===== src/hdl/crs_pkg.sv =====
// ----------------------------------------------------------------------------
// crs_pkg
// shared types and constants for the catmull-rom spline sampler
// ----------------------------------------------------------------------------
package crs_pkg;

  localparam int COORD_W     = 16;                 // signed q12.4 coordinate
  localparam int COEF_W      = 20;                 // polynomial coefficients
  localparam int T_W         = 16;                 // q0.16 curve parameter
  localparam int N_W         = 7;                  // samples_per_segment width
  localparam int MAX_SAMPLES = 64;
  localparam int N_RESET     = 10;
  localparam int PROD_W      = COEF_W + T_W + 1;   // signed product
  localparam int ACC_W       = 40;                 // sample accumulator
  localparam int FRAC_SH     = 17;                 // q.16 weights times the factor of two
  localparam int RES_W       = ACC_W - FRAC_SH;
  localparam int DIV_MSB     = T_W;                // dividend 2^16 has its one at this bit
  localparam int DIV_CNT_W   = $clog2(DIV_MSB + 1);
  localparam int QDEPTH      = 2;
  localparam int QPTR_W      = (QDEPTH > 1) ? $clog2(QDEPTH) : 1;
  localparam int QCNT_W      = $clog2(QDEPTH + 1);

  // one segment to be sampled, per coordinate: p1, c1, c2, c3
  typedef struct packed {
    logic signed [COORD_W-1:0] p1_x;
    logic signed [COEF_W-1:0]  c1_x;
    logic signed [COEF_W-1:0]  c2_x;
    logic signed [COEF_W-1:0]  c3_x;
    logic signed [COORD_W-1:0] p1_y;
    logic signed [COEF_W-1:0]  c1_y;
    logic signed [COEF_W-1:0]  c2_y;
    logic signed [COEF_W-1:0]  c3_y;
    logic [N_W-1:0]            n;
  } crs_job_t;

  typedef enum logic [1:0] {
    B_IDLE,
    B_DIV,
    B_MUL,
    B_EMIT
  } crs_back_state_e;

  // multiplier schedule for one sample
  typedef enum logic [3:0] {
    ST_TT,
    ST_T2T,
    ST_C1X,
    ST_C2X,
    ST_C3X,
    ST_C1Y,
    ST_C2Y,
    ST_C3Y,
    ST_ACC
  } crs_mul_step_e;

endpackage


===== src/hdl/crs_front.sv =====
// ----------------------------------------------------------------------------
// crs_front
// point window, curve start handling and segment coefficient set-up
// ----------------------------------------------------------------------------
module crs_front import crs_pkg::*; (
  input  logic                      clk_i,
  input  logic                      rst_ni,
  input  logic                      cfg_we_i,
  input  logic [N_W-1:0]            cfg_wdata_i,
  input  logic                      accept_i,
  input  logic signed [COORD_W-1:0] point_x_i,
  input  logic signed [COORD_W-1:0] point_y_i,
  input  logic                      start_curve_i,
  input  logic                      full_i,
  output logic                      push_o,
  output crs_job_t                  job_o
);

  logic [N_W-1:0]            n_cfg_q;
  logic [N_W-1:0]            n_eff;
  logic signed [COORD_W-1:0] win_x_q [3];
  logic signed [COORD_W-1:0] win_y_q [3];
  logic [1:0]                seen_q;

  always_ff @(posedge clk_i or negedge rst_ni) begin
    if (!rst_ni) begin
      n_cfg_q <= N_W'(N_RESET);
    end else if (cfg_we_i) begin
      n_cfg_q <= cfg_wdata_i;
    end
  end

  always_comb begin
    if (n_cfg_q == '0) begin
      n_eff = N_W'(1);
    end else if (n_cfg_q > N_W'(MAX_SAMPLES)) begin
      n_eff = N_W'(MAX_SAMPLES);
    end else begin
      n_eff = n_cfg_q;
    end
  end

  function automatic logic signed [COEF_W-1:0] ext(input logic signed [COORD_W-1:0] v);
    return COEF_W'(v);
  endfunction

  function automatic logic signed [COEF_W-1:0] coef2(input logic signed [COEF_W-1:0] p0,
      input logic signed [COEF_W-1:0] p1, input logic signed [COEF_W-1:0] p2,
      input logic signed [COEF_W-1:0] p3);
    return (p0 <<< 1) - ((p1 <<< 2) + p1) + (p2 <<< 2) - p3;
  endfunction

  function automatic logic signed [COEF_W-1:0] coef3(input logic signed [COEF_W-1:0] p0,
      input logic signed [COEF_W-1:0] p1, input logic signed [COEF_W-1:0] p2,
      input logic signed [COEF_W-1:0] p3);
    logic signed [COEF_W-1:0] d;
    d = p1 - p2;
    return (p3 - p0) + (d <<< 1) + d;
  endfunction

  // a start flag empties the window, so such a point never completes a segment
  assign push_o = accept_i && !start_curve_i && (seen_q == 2'd3);

  always_comb begin
    job_o.p1_x = win_x_q[1];
    job_o.c1_x = ext(win_x_q[2]) - ext(win_x_q[0]);
    job_o.c2_x = coef2(ext(win_x_q[0]), ext(win_x_q[1]), ext(win_x_q[2]), ext(point_x_i));
    job_o.c3_x = coef3(ext(win_x_q[0]), ext(win_x_q[1]), ext(win_x_q[2]), ext(point_x_i));
    job_o.p1_y = win_y_q[1];
    job_o.c1_y = ext(win_y_q[2]) - ext(win_y_q[0]);
    job_o.c2_y = coef2(ext(win_y_q[0]), ext(win_y_q[1]), ext(win_y_q[2]), ext(point_y_i));
    job_o.c3_y = coef3(ext(win_y_q[0]), ext(win_y_q[1]), ext(win_y_q[2]), ext(point_y_i));
    job_o.n    = n_eff;
  end

  always_ff @(posedge clk_i or negedge rst_ni) begin
    if (!rst_ni) begin
      seen_q <= '0;
      for (int i = 0; i < 3; i++) begin
        win_x_q[i] <= '0;
        win_y_q[i] <= '0;
      end
    end else if (accept_i) begin
      if (start_curve_i) begin
        win_x_q[0] <= '0;
        win_x_q[1] <= '0;
        win_y_q[0] <= '0;
        win_y_q[1] <= '0;
        seen_q     <= 2'd1;
      end else begin
        win_x_q[0] <= win_x_q[1];
        win_x_q[1] <= win_x_q[2];
        win_y_q[0] <= win_y_q[1];
        win_y_q[1] <= win_y_q[2];
        if (seen_q != 2'd3) begin
          seen_q <= seen_q + 2'd1;
        end
      end
      win_x_q[2] <= point_x_i;
      win_y_q[2] <= point_y_i;
    end
  end

  a_push_not_full: assert property (@(posedge clk_i) disable iff (!rst_ni)
    push_o |-> !full_i)
    else $error("segment pushed into a full queue");

  a_n_in_range: assert property (@(posedge clk_i) disable iff (!rst_ni)
    push_o |-> (job_o.n != '0) && (job_o.n <= N_W'(MAX_SAMPLES)))
    else $error("segment sample count out of range");

  a_push_needs_window: assert property (@(posedge clk_i) disable iff (!rst_ni)
    (accept_i && start_curve_i) |=> (seen_q == 2'd1))
    else $error("window count not restarted on curve start");

endmodule


===== src/hdl/crs_queue.sv =====
// ----------------------------------------------------------------------------
// crs_queue
// short segment queue between the point front end and the sampler
// ----------------------------------------------------------------------------
module crs_queue import crs_pkg::*; (
  input  logic     clk_i,
  input  logic     rst_ni,
  input  logic     push_i,
  input  crs_job_t job_i,
  output logic     full_o,
  input  logic     pop_i,
  output logic     empty_o,
  output crs_job_t job_o
);

  crs_job_t            entry_q [QDEPTH];
  logic [QPTR_W-1:0]   wr_ptr_q;
  logic [QPTR_W-1:0]   rd_ptr_q;
  logic [QCNT_W-1:0]   count_q;

  assign full_o  = (count_q == QCNT_W'(QDEPTH));
  assign empty_o = (count_q == '0);
  assign job_o   = entry_q[rd_ptr_q];

  function automatic logic [QPTR_W-1:0] inc_ptr(input logic [QPTR_W-1:0] p);
    return (p == QPTR_W'(QDEPTH - 1)) ? '0 : p + QPTR_W'(1);
  endfunction

  always_ff @(posedge clk_i) begin
    if (push_i) begin
      entry_q[wr_ptr_q] <= job_i;
    end
  end

  always_ff @(posedge clk_i or negedge rst_ni) begin
    if (!rst_ni) begin
      wr_ptr_q <= '0;
      rd_ptr_q <= '0;
      count_q  <= '0;
    end else begin
      if (push_i) begin
        wr_ptr_q <= inc_ptr(wr_ptr_q);
      end
      if (pop_i) begin
        rd_ptr_q <= inc_ptr(rd_ptr_q);
      end
      if (push_i && !pop_i) begin
        count_q <= count_q + QCNT_W'(1);
      end else if (pop_i && !push_i) begin
        count_q <= count_q - QCNT_W'(1);
      end
    end
  end

  a_count_bound: assert property (@(posedge clk_i) disable iff (!rst_ni)
    count_q <= QCNT_W'(QDEPTH))
    else $error("queue fill count beyond depth");

  a_pop_not_empty: assert property (@(posedge clk_i) disable iff (!rst_ni)
    pop_i |-> !empty_o)
    else $error("pop from an empty queue");

  a_push_moves_wr: assert property (@(posedge clk_i) disable iff (!rst_ni)
    push_i |=> (wr_ptr_q != $past(wr_ptr_q)) || (QDEPTH == 1))
    else $error("write pointer did not advance");

endmodule


===== src/hdl/crs_back.sv =====
// ----------------------------------------------------------------------------
// crs_back
// segment sampler: step divider, shared multiplier and output register
// ----------------------------------------------------------------------------
module crs_back import crs_pkg::*; (
  input  logic                clk_i,
  input  logic                rst_ni,
  input  logic                empty_i,
  input  crs_job_t            job_i,
  output logic                pop_o,
  output logic                m_valid_o,
  input  logic                m_ready_i,
  output logic [2*COORD_W-1:0] m_data_o,
  output logic                m_last_o
);

  crs_back_state_e state_q, state_d;
  crs_mul_step_e   step_q;

  crs_job_t                 job_q;
  logic [N_W-1:0]           j_q;
  logic [T_W:0]             t_q;
  logic [T_W:0]             q0_q;
  logic [N_W-1:0]           r_q;
  logic [N_W-1:0]           r0_q;
  logic [DIV_CNT_W-1:0]     div_cnt_q;
  logic [T_W-1:0]           t2_q;
  logic [T_W-1:0]           t3_q;
  logic signed [PROD_W-1:0] prod_q;
  logic signed [ACC_W-1:0]  acc_x_q;
  logic signed [ACC_W-1:0]  acc_y_q;

  logic                     out_free;
  logic                     emit;
  logic                     is_last;

  logic signed [COEF_W-1:0] mul_a;
  logic [T_W-1:0]           mul_b;
  logic signed [PROD_W-1:0] mul_p;
  logic signed [ACC_W-1:0]  prod_ext;

  logic [N_W:0]             rem_sh;
  logic                     q_bit;
  logic [N_W:0]             r_sum;
  logic                     r_wrap;

  assign out_free = !m_valid_o || m_ready_i;
  assign is_last  = (j_q == job_q.n - N_W'(1));

  always_ff @(posedge clk_i or negedge rst_ni) begin
    if (!rst_ni) begin
      state_q <= B_IDLE;
    end else begin
      state_q <= state_d;
    end
  end

  always_comb begin
    state_d = state_q;
    pop_o   = 1'b0;
    emit    = 1'b0;
    unique case (state_q)
      B_IDLE: begin
        if (!empty_i) begin
          pop_o   = 1'b1;
          state_d = B_DIV;
        end
      end
      B_DIV: begin
        if (div_cnt_q == '0) begin
          state_d = B_MUL;
        end
      end
      B_MUL: begin
        if (step_q == ST_ACC) begin
          state_d = B_EMIT;
        end
      end
      B_EMIT: begin
        if (out_free) begin
          emit    = 1'b1;
          state_d = is_last ? B_IDLE : B_MUL;
        end
      end
      default: state_d = B_IDLE;
    endcase
  end

  // one shared signed multiplier, operands chosen by the schedule step
  always_comb begin
    case (step_q)
      ST_TT:   begin mul_a = COEF_W'(t_q[T_W-1:0]);      mul_b = t_q[T_W-1:0]; end
      ST_T2T:  begin mul_a = COEF_W'(prod_q[2*T_W-1:T_W]); mul_b = t_q[T_W-1:0]; end
      ST_C1X:  begin mul_a = job_q.c1_x; mul_b = t_q[T_W-1:0]; end
      ST_C2X:  begin mul_a = job_q.c2_x; mul_b = t2_q; end
      ST_C3X:  begin mul_a = job_q.c3_x; mul_b = t3_q; end
      ST_C1Y:  begin mul_a = job_q.c1_y; mul_b = t_q[T_W-1:0]; end
      ST_C2Y:  begin mul_a = job_q.c2_y; mul_b = t2_q; end
      ST_C3Y:  begin mul_a = job_q.c3_y; mul_b = t3_q; end
      default: begin mul_a = '0;         mul_b = '0; end
    endcase
  end

  assign mul_p    = mul_a * $signed({1'b0, mul_b});
  assign prod_ext = ACC_W'(prod_q);

  // restoring division of 2^16 by n, one quotient bit a cycle
  assign rem_sh = {r0_q, (div_cnt_q == DIV_CNT_W'(DIV_MSB))};
  assign q_bit  = (rem_sh >= {1'b0, job_q.n});

  // t advances by the quotient, plus one whenever the remainder wraps
  assign r_sum  = {1'b0, r_q} + {1'b0, r0_q};
  assign r_wrap = (r_sum >= {1'b0, job_q.n});

  function automatic logic signed [ACC_W-1:0] p1_base(input logic signed [COORD_W-1:0] p);
    return ACC_W'(p) <<< FRAC_SH;
  endfunction

  function automatic logic [COORD_W-1:0] round_sat(input logic signed [ACC_W-1:0] acc);
    logic signed [ACC_W-1:0] sum;
    logic signed [RES_W-1:0] r;
    sum = acc + ACC_W'(1 <<< (FRAC_SH - 1));
    r   = sum[ACC_W-1:FRAC_SH];
    if (r > RES_W'((1 <<< (COORD_W - 1)) - 1)) begin
      return {1'b0, {(COORD_W-1){1'b1}}};
    end else if (r < -RES_W'(1 <<< (COORD_W - 1))) begin
      return {1'b1, {(COORD_W-1){1'b0}}};
    end else begin
      return r[COORD_W-1:0];
    end
  endfunction

  always_ff @(posedge clk_i) begin
    if (pop_o) begin
      job_q     <= job_i;
      j_q       <= '0;
      t_q       <= '0;
      r_q       <= '0;
      r0_q      <= '0;
      q0_q      <= '0;
      div_cnt_q <= DIV_CNT_W'(DIV_MSB);
    end
    if (state_q == B_DIV) begin
      r0_q      <= q_bit ? N_W'(rem_sh - {1'b0, job_q.n}) : N_W'(rem_sh);
      q0_q      <= {q0_q[T_W-1:0], q_bit};
      div_cnt_q <= div_cnt_q - DIV_CNT_W'(1);
    end
    if (state_q == B_MUL) begin
      prod_q <= mul_p;
      case (step_q)
        ST_T2T: t2_q    <= prod_q[2*T_W-1:T_W];
        ST_C1X: t3_q    <= prod_q[2*T_W-1:T_W];
        ST_C2X: acc_x_q <= p1_base(job_q.p1_x) + prod_ext;
        ST_C3X: acc_x_q <= acc_x_q + prod_ext;
        ST_C1Y: acc_x_q <= acc_x_q + prod_ext;
        ST_C2Y: acc_y_q <= p1_base(job_q.p1_y) + prod_ext;
        ST_C3Y: acc_y_q <= acc_y_q + prod_ext;
        ST_ACC: acc_y_q <= acc_y_q + prod_ext;
        default: ;
      endcase
    end
    if (emit) begin
      m_data_o <= {round_sat(acc_y_q), round_sat(acc_x_q)};
      m_last_o <= is_last;
      j_q      <= j_q + N_W'(1);
      t_q      <= t_q + q0_q + (T_W+1)'(r_wrap);
      r_q      <= r_wrap ? N_W'(r_sum - {1'b0, job_q.n}) : N_W'(r_sum);
    end
  end

  always_ff @(posedge clk_i or negedge rst_ni) begin
    if (!rst_ni) begin
      step_q <= ST_TT;
    end else if (state_q == B_MUL) begin
      step_q <= (step_q == ST_ACC) ? ST_TT : crs_mul_step_e'(step_q + 4'd1);
    end else if (state_q == B_DIV) begin
      step_q <= ST_TT;
    end
  end

  always_ff @(posedge clk_i or negedge rst_ni) begin
    if (!rst_ni) begin
      m_valid_o <= 1'b0;
    end else if (emit) begin
      m_valid_o <= 1'b1;
    end else if (m_ready_i) begin
      m_valid_o <= 1'b0;
    end
  end

  a_t_below_one: assert property (@(posedge clk_i) disable iff (!rst_ni)
    (state_q == B_MUL) |-> !t_q[T_W])
    else $error("curve parameter reached one inside a run");

  a_rem_below_n: assert property (@(posedge clk_i) disable iff (!rst_ni)
    (state_q == B_MUL || state_q == B_EMIT) |-> (r_q < job_q.n) && (r0_q < job_q.n))
    else $error("step remainder not below sample count");

  a_j_in_run: assert property (@(posedge clk_i) disable iff (!rst_ni)
    (state_q == B_MUL || state_q == B_EMIT) |-> (j_q < job_q.n))
    else $error("sample index past end of run");

  a_last_ends_run: assert property (@(posedge clk_i) disable iff (!rst_ni)
    (emit && is_last) |=> (state_q == B_IDLE))
    else $error("run continued after last sample");

endmodule


===== src/hdl/catmull_rom_spline_sampler_core.sv =====
// ----------------------------------------------------------------------------
// catmull_rom_spline_sampler_core
// uniform catmull-rom sampler over a stream of 2d q12.4 control points
// ----------------------------------------------------------------------------
//  channel     | direction | payload
//  s_axis      | in        | tdata: point_x, point_y; tuser: start_curve
//  m_axis      | out       | tdata: sample_x, sample_y; tlast: last_of_run
//  cfg         | in        | wdata: samples_per_segment (write only)
//
//  a point that completes a segment is loaded from the queue and given a step
//  division, then each sample takes nine multiplier steps on the one shared
//  multiplier plus an emit, which waits while m_axis is stalled
//  points that only fill the window push nothing; two segments queue ahead
//  reset clears window, point count, queue and output valid; n resets to 10
//  a stalled m_axis holds the sampler, and s_axis stalls once the queue fills
// ----------------------------------------------------------------------------
module catmull_rom_spline_sampler_core import crs_pkg::*; (
  input  logic                 clk_i,
  input  logic                 rst_ni,
  input  logic                 s_axis_tvalid_i,
  output logic                 s_axis_tready_o,
  input  logic [2*COORD_W-1:0] s_axis_tdata_i,   // point_x, point_y
  input  logic                 s_axis_tuser_i,   // start_curve
  output logic                 m_axis_tvalid_o,
  input  logic                 m_axis_tready_i,
  output logic [2*COORD_W-1:0] m_axis_tdata_o,   // sample_x, sample_y
  output logic                 m_axis_tlast_o,
  input  logic                 cfg_we_i,
  input  logic [N_W-1:0]       cfg_wdata_i
);

  logic     accept;
  logic     push;
  logic     full;
  logic     pop;
  logic     empty;
  crs_job_t job_in;
  crs_job_t job_out;

  assign s_axis_tready_o = !full;
  assign accept          = s_axis_tvalid_i && s_axis_tready_o;

  crs_front u_front (
    .clk_i         (clk_i),
    .rst_ni        (rst_ni),
    .cfg_we_i      (cfg_we_i),
    .cfg_wdata_i   (cfg_wdata_i),
    .accept_i      (accept),
    .point_x_i     (s_axis_tdata_i[COORD_W-1:0]),
    .point_y_i     (s_axis_tdata_i[2*COORD_W-1:COORD_W]),
    .start_curve_i (s_axis_tuser_i),
    .full_i        (full),
    .push_o        (push),
    .job_o         (job_in)
  );

  crs_queue u_queue (
    .clk_i   (clk_i),
    .rst_ni  (rst_ni),
    .push_i  (push),
    .job_i   (job_in),
    .full_o  (full),
    .pop_i   (pop),
    .empty_o (empty),
    .job_o   (job_out)
  );

  crs_back u_back (
    .clk_i     (clk_i),
    .rst_ni    (rst_ni),
    .empty_i   (empty),
    .job_i     (job_out),
    .pop_o     (pop),
    .m_valid_o (m_axis_tvalid_o),
    .m_ready_i (m_axis_tready_i),
    .m_data_o  (m_axis_tdata_o),
    .m_last_o  (m_axis_tlast_o)
  );

endmodule


===== config.mk =====
export PLATFORM = sky130hd
export DESIGN_NAME = catmull_rom_spline_sampler_core
export DESIGN_NICKNAME = d
export VERILOG_FILES = /design/src/hdl/crs_pkg.sv /design/src/hdl/crs_front.sv /design/src/hdl/crs_queue.sv /design/src/hdl/crs_back.sv /design/src/hdl/catmull_rom_spline_sampler_core.sv
export SDC_FILE = /design/constraint.sdc
export NUM_CORES = 2
export LEC_CHECK = 0
export ABC_CLOCK_PERIOD_IN_PS = 11270
export BUFFER_PORTS_ARGS = -buffer_cell sky130_fd_sc_hd__buf_2
export CORE_ASPECT_RATIO = 0.5
export CORE_MARGIN = 5
export CORE_UTILIZATION = 65
export CTS_CLUSTER_DIAMETER = 60
export DETAILED_ROUTE_END_ITERATION = 8
export GPL_TIMING_DRIVEN = 0
export PLACE_DENSITY = 0.93
export SLEW_MARGIN = 10
export SYNTH_ARGS = -nofsm -noshare
export SYNTH_HDL_FRONTEND = slang
export SYNTH_HIERARCHICAL = 1
export SYNTH_SLANG_ARGS = --single-unit

===== constraint.sdc =====
create_clock -name clk_i -period 11.27 [get_ports clk_i]
set_clock_uncertainty 0.2 [all_clocks]
set_input_delay 2.254 -clock clk_i [delete_from_list [all_inputs] [get_ports clk_i]]
set_output_delay 2.254 -clock clk_i [all_outputs]
set_load 0.05 [all_outputs]

After elaboration in Yosys (flattened, before gate mapping). Memories as Yosys holds them, arrays and structs flattened. A register that Yosys moved wholly into a read port is not among the register bits. Index checks and enable logic that the tools add are counted.

Register bits: 358. RAM bits: 318. Input bits: 45. Memories: 1.

$add $sub $neg: 38. Multiply operators: 1. Order comparisons: 7. Equal/unequal tests: 20. Muxes and demuxes: 44. Reduce and logical (&&, ||, !) cells: 35.

Memories: u_queue.entry_q (words 2, bits a word 159, rd ports 1, clocked after memory_dff 1, wr ports 1, line crs_queue.sv:16) `crs_job_t entry_q [QDEPTH];`.

Operators by type and width (count): $pmux 20 s8 (1); $pmux 40 s2 (2); $sub 16x16->17 (6); $add 20x20->20 (4); $add 40x18->40 const B (2); $add 40x37->40 (2); $add 33x37->38 (2); $mux 32 (2); $mux 7 (8); $mux 17 (3); $pmux 16 s3 (1); $gt 23x16->1 const B (2); $lt 23x16->1 const B (2); $add 20x18->20 (2); $sub 17x19->20 (2); $sub 20x16->20 (2); $add 18x16->19 (2); $mul 20x17->37 (1); $mux 16 (2); $mux 2 (9); $add 17x1->17 (1); $add 17x17->17 (1); $eq 4x3->1 const B (4); $ge 8x7->1 (2); 35 further kinds (80).

Longest topological paths before layout.
Depth after elaboration: 9. Depth in mapped cells: 34. Depth with buffers taken out: 31.

Modules after synthesis. The synthesis kept the hierarchy.

Modules (own cells, without submodules): crs_back (instances 1, cells each 3410, area each 34777.1 um^2, sequential area each 12156.7 um^2); crs_front (instances 1, cells each 1768, area each 15538.7 um^2, sequential area each 2630.0 um^2); crs_queue (instances 1, cells each 511, area each 12066.6 um^2, sequential area each 9649.3 um^2); catmull_rom_spline_sampler_core (instances 1, cells each 2, area each 10.0 um^2, sequential area each 0.0 um^2).

Worst setup path after synthesis. No wires, ideal clock.

Path type: input-to-reg. Start point: input s_axis_tvalid_i. End point: memory u_queue/entry_q[0][0] in the netlist's numbering, enable pin. Setup time: 0.699 ns. Data arrival time: 10.089 ns. Data required time: 10.371 ns. Setup slack: 0.282 ns. Stages on the path: 5. Path through: nor2b_1 -> clkbuf_1 -> clkbuf_1 -> and3b_1 -> nor2b_1.

Longest elaborated chain between the ends: 5.

Ends and longest elaborated chain: start: declaration (line catmull_rom_spline_sampler_core.sv:20) `input logic s_axis_tvalid_i,`; $logic_and 1x1->1 (line catmull_rom_spline_sampler_core.sv:41) `assign accept = s_axis_tvalid_i && s_axis_tready_o;`; $logic_and 1x1->1 (2 in series) (line crs_front.sv:62) `assign push_o = accept_i && !start_curve_i && (seen_q == 2'd3);`; net push (line catmull_rom_spline_sampler_core.sv:33) `logic push;`; $mux 1 (line crs_queue.sv:30) `if (push_i) begin`; $mux 1 (not written as such) (line crs_queue.sv:31) `entry_q[wr_ptr_q] <= job_i;`; end: declaration (line crs_queue.sv:16).

The timed path passes the listed nets, and every way through them passes these cells.

Final worst setup path.
Start point: register u_back.step_q[1]. End point: register u_back.prod_q[35] (data pin).

Longest elaborated chain between the ends: 4. Elaborated cells between the ends (all ways): 14. Classes of those cells: mul: 1; eq/ne: 7; mux: 2; reduce/logical: 4.

Ends and longest elaborated chain: start: declaration (line crs_back.sv:18) `crs_mul_step_e step_q;`; start signal: assignment (line crs_back.sv:175) `step_q <= (step_q == ST_ACC) ? ST_TT : crs_mul_step_e'(step_q + 4'd1);`; $eq 4x1->1 (tied with other cells) (line crs_back.sv:91) `case (step_q)`; $reduce_or 4->1 (no source line) / $reduce_or 2->1 (equally long branches); $pmux 16 s3 (line crs_back.sv:91); $mul 20x17->37 * (line crs_back.sv:104) `assign mul_p = mul_a * $signed({1'b0, mul_b});`; net u_back.mul_p[35] (line crs_back.sv:39) `logic signed [PROD_W-1:0] mul_p;`; end signal: assignment (line crs_back.sv:149) `prod_q <= mul_p;`; end: declaration (line crs_back.sv:29) `logic signed [PROD_W-1:0] prod_q;`.

Mark *: on every way through the listed nets, which the timed path passes. The rest lies on a longest branch. A chain may end at the register's enable or synchronous reset.

==> run metrics <==
total gr overflow=0; synth top area cells=edfxtp_1 35%, fa_1 16%, ha_1 8.3%, inv_1 4.8%, dfrtp_1 4.6%; setup tns final=0 ns; Final Core Density=70.6%; layout cells sized above 1=8.59%; synthesized area per cell=11.0 um2; Mapped Nets=6652; list of most frequent post-synthesis cells=793 x inv_1, 717 x edfxtp_1, 504 x fa_1, 437 x nand2_1, 412 x ha_1; I/O Pins=80; endpoints failing setup=0; unrepaired setup endpoints after global routing=no; core area=95300 um2; Yosys reg bits=833; Tightest Hold Check Type=reg -> reg; CP Launch Type=register; clk sink count=833; Rel. slew slack=12.7%; Ys Warns=6; antenna violations before repair=13; synthesized cell area=62400 um2; CP max FO=11; die width=448 um; clock slew at reported path FFs=0.07 ns; WL/cell=27.1 um; CTS buffer count=76; post-route ant nets=0; largest net degree at the start of global routing=105; register area share after synthesis=39.2%; area leader, netlist=edfxtp_1; residual DRC count=0; Synth cell types=100; Worst EP arrival=11.20 ns; GPL Wtd Cong=0.991; Buffers on Ports=77; Die H=229 um; Routed WL=195000 um; H-Tree Depth=3; Final Slew Violations=0; final worst slack=0.266 ns; Inst Count DP=7053; cts hold-fix bufs=0; Post-DP HPWL=141000 um; EDFF count, synth=717; post-synthesis simple-gate area fraction=10.4%; Synth Area in Compound Gates=11.4%; Tightest Pin Transition=1.31 ns; row cnt=80; Reg2Reg Setup Slack=0.27 ns; die area=103000 um2; Post-CTS Setup Repair Bufs=0; status=completed; Total Nets Final=6821; CP max stage delay=0.62 ns; vias per cell=6.71; First-pass DRT Iterations=9; top_reg_cell synth=edfxtp_1; Critical-path top delay cell=clkbuf_1; Tmin final=11.00 ns; Period Utilization, post-route=97.6%; CTS Buffer Depth=3; initial DRC count=7141; CTS tree=yes; top-count cell post-synth=inv_1; GRT Util Overall=38.0%; largest family of logic cells by synthesized area=adder cells; pre-CTS WS=0.499 ns; Starting Density=65.5%; mux share of post-synthesis cell area=3.82%; critical path class=reg -> reg; Fmax=90.9 MHz; root buffer cell=clkbuf_16; Required @ worst endpoint=11.47 ns; Post-Synthesis Cells=5691; Worst-Skew Late Latency=0.71 ns; Non-Filler Instances=7202; first-pass GRT wire length=295000 um; Crit path top cell by count=fa_1; Post-Synth XOR/XNOR Area=4.51%; Synth top area share=34.5%; post-synthesis adder-cell area fraction=24.4%; Worst Setup End Kind=register; Vias=48300; max-cap viol count=0; vias in the first global route=49500; Post-synth ARST share=13.9%; Fin. Hold Viols=0; Area growth syn-to-layout=7.83%; fill count=6061; post-CTS sizing=0
[cell usage in the layout (no fill, tap or decap), types with 25 or more instances in the layout]
cell type	synthesis	routed
o21bai_1	26	26
clkbuf_16	0	77
nor3_1	69	69
a22oi_1	82	82
nand3_1	77	77
and3_1	42	42
buf_4	38	38
dfrtp_1	114	114
mux2_2	71	71
a211oi_1	31	31
o31ai_1	25	25
and2_1	56	55
nand3b_1	72	72
ha_1	412	411
nor2_1	344	342
nand2b_1	47	46
a21oi_1	271	271
nand4_1	35	35
o21ai_0	289	289
fa_1	504	504
o21ai_1	34	34
a31oi_1	31	31
xor2_1	114	114
mux2_4	100	100
clkbuf_1	125	129
nand2_1	437	436
edfxtp_1	717	717
a21o_1	99	99
inv_1	793	791
o21a_1	42	42
nor2b_1	79	78
buf_2	8	85
xnor2_1	207	207
[worst max-delay path, delay by kind of cell (launching register included)]
kind / cells / cell delay (ns)
XOR/XNOR: 1 / 0.51
AND/OR/NAND/NOR: 7 / 2.15
flip-flops: 1 / 0.41
buffers and inverters: 6 / 1.95
AO/OA/AOI/OAI: 8 / 1.72
adder cells (fa/ha/maj): 8 / 3.76
[layout make-up]
cell class,instances,area [um2],share of cell area [%]
antenna,8,20.0,0.0298
buffer,192,965,1.43
clock buffer,83,1960,2.91
clock inverter,58,581,0.863
inverter,794,2990,4.44
multi-input combinational,3872,34000,50.6
sequential,833,24400,36.3
tap,1271,1590,2.36
timing repair buffer,91,694,1.03
[state kept, by name, summed over array words and instances, names as in the netlist, 2 cells and up]
name,cells
u_queue/count_q,2
u_back/prod_q,37
u_back/r0_q,7
u_back/acc_x_q,40
u_back/div_cnt_q,5
u_back/state_q,2
u_front/seen_q,2
u_front/win_y_q,32
u_back/t_q,16
u_back/m_data_o,32
u_front/job_o,32
u_back/acc_y_q,40
u_back/job_q,159
u_back/t3_q,16
u_back/r_q,7
u_front/n_cfg_q,7
u_back/q0_q,16
u_back/j_q,7
u_queue/entry_q,318
u_back/t2_q,16
u_back/step_q,4
u_front/win_x_q,32
[final timing paths]
kind,startpoint,endpoint,depth (start not counted)
worst max register to register,u_back/step_q[1],u_back/prod_q[35],30
max in group asynchronous,rst_ni,u_front/job_o[146],2
worst min-delay path,u_queue/count_q[1],u_queue/count_q[1],1
worst min register to register,u_queue/count_q[1],u_queue/count_q[1],1
min in group asynchronous,rst_ni,u_front/job_o[76],1
worst max-delay path,u_back/step_q[1],u_back/prod_q[35],30
[logic make-up (layout without fill, tap and decap cells)]
family / after synthesis / after routing
fa+ha+maj: 916 / 916
flops: 833 / 833
other cells: 0 / 8
mux: 179 / 179
compound gates: 1107 / 1107
buf+inv: 986 / 1218
simple gates: 1349 / 1349
xor+xnor: 321 / 321
[through the flow]
stage / hold WS, ns / instance area, um2
global route: 0.317 / 67300
finish: 0.293 / 67300
detailed placement: 0.280 / 64700
global placement: 0.269 / 64400
floorplan: 0.255 / 62400
CTS: 0.292 / 67300
[metal layers]
layer	GRT usage [%]	vias up	routed length, um	share of wire, %
met5	0.467	-	268	0.14
met4	20.4	24	13500	6.9
met3	14.2	1038	29300	15
met2	57.4	4044	84300	43
met1	47.7	23300	67600	35
li1	-	19900	-	-
Power is not shown: default switching activity piles up to over one toggle a cycle in this logic, so the estimate is an artifact.
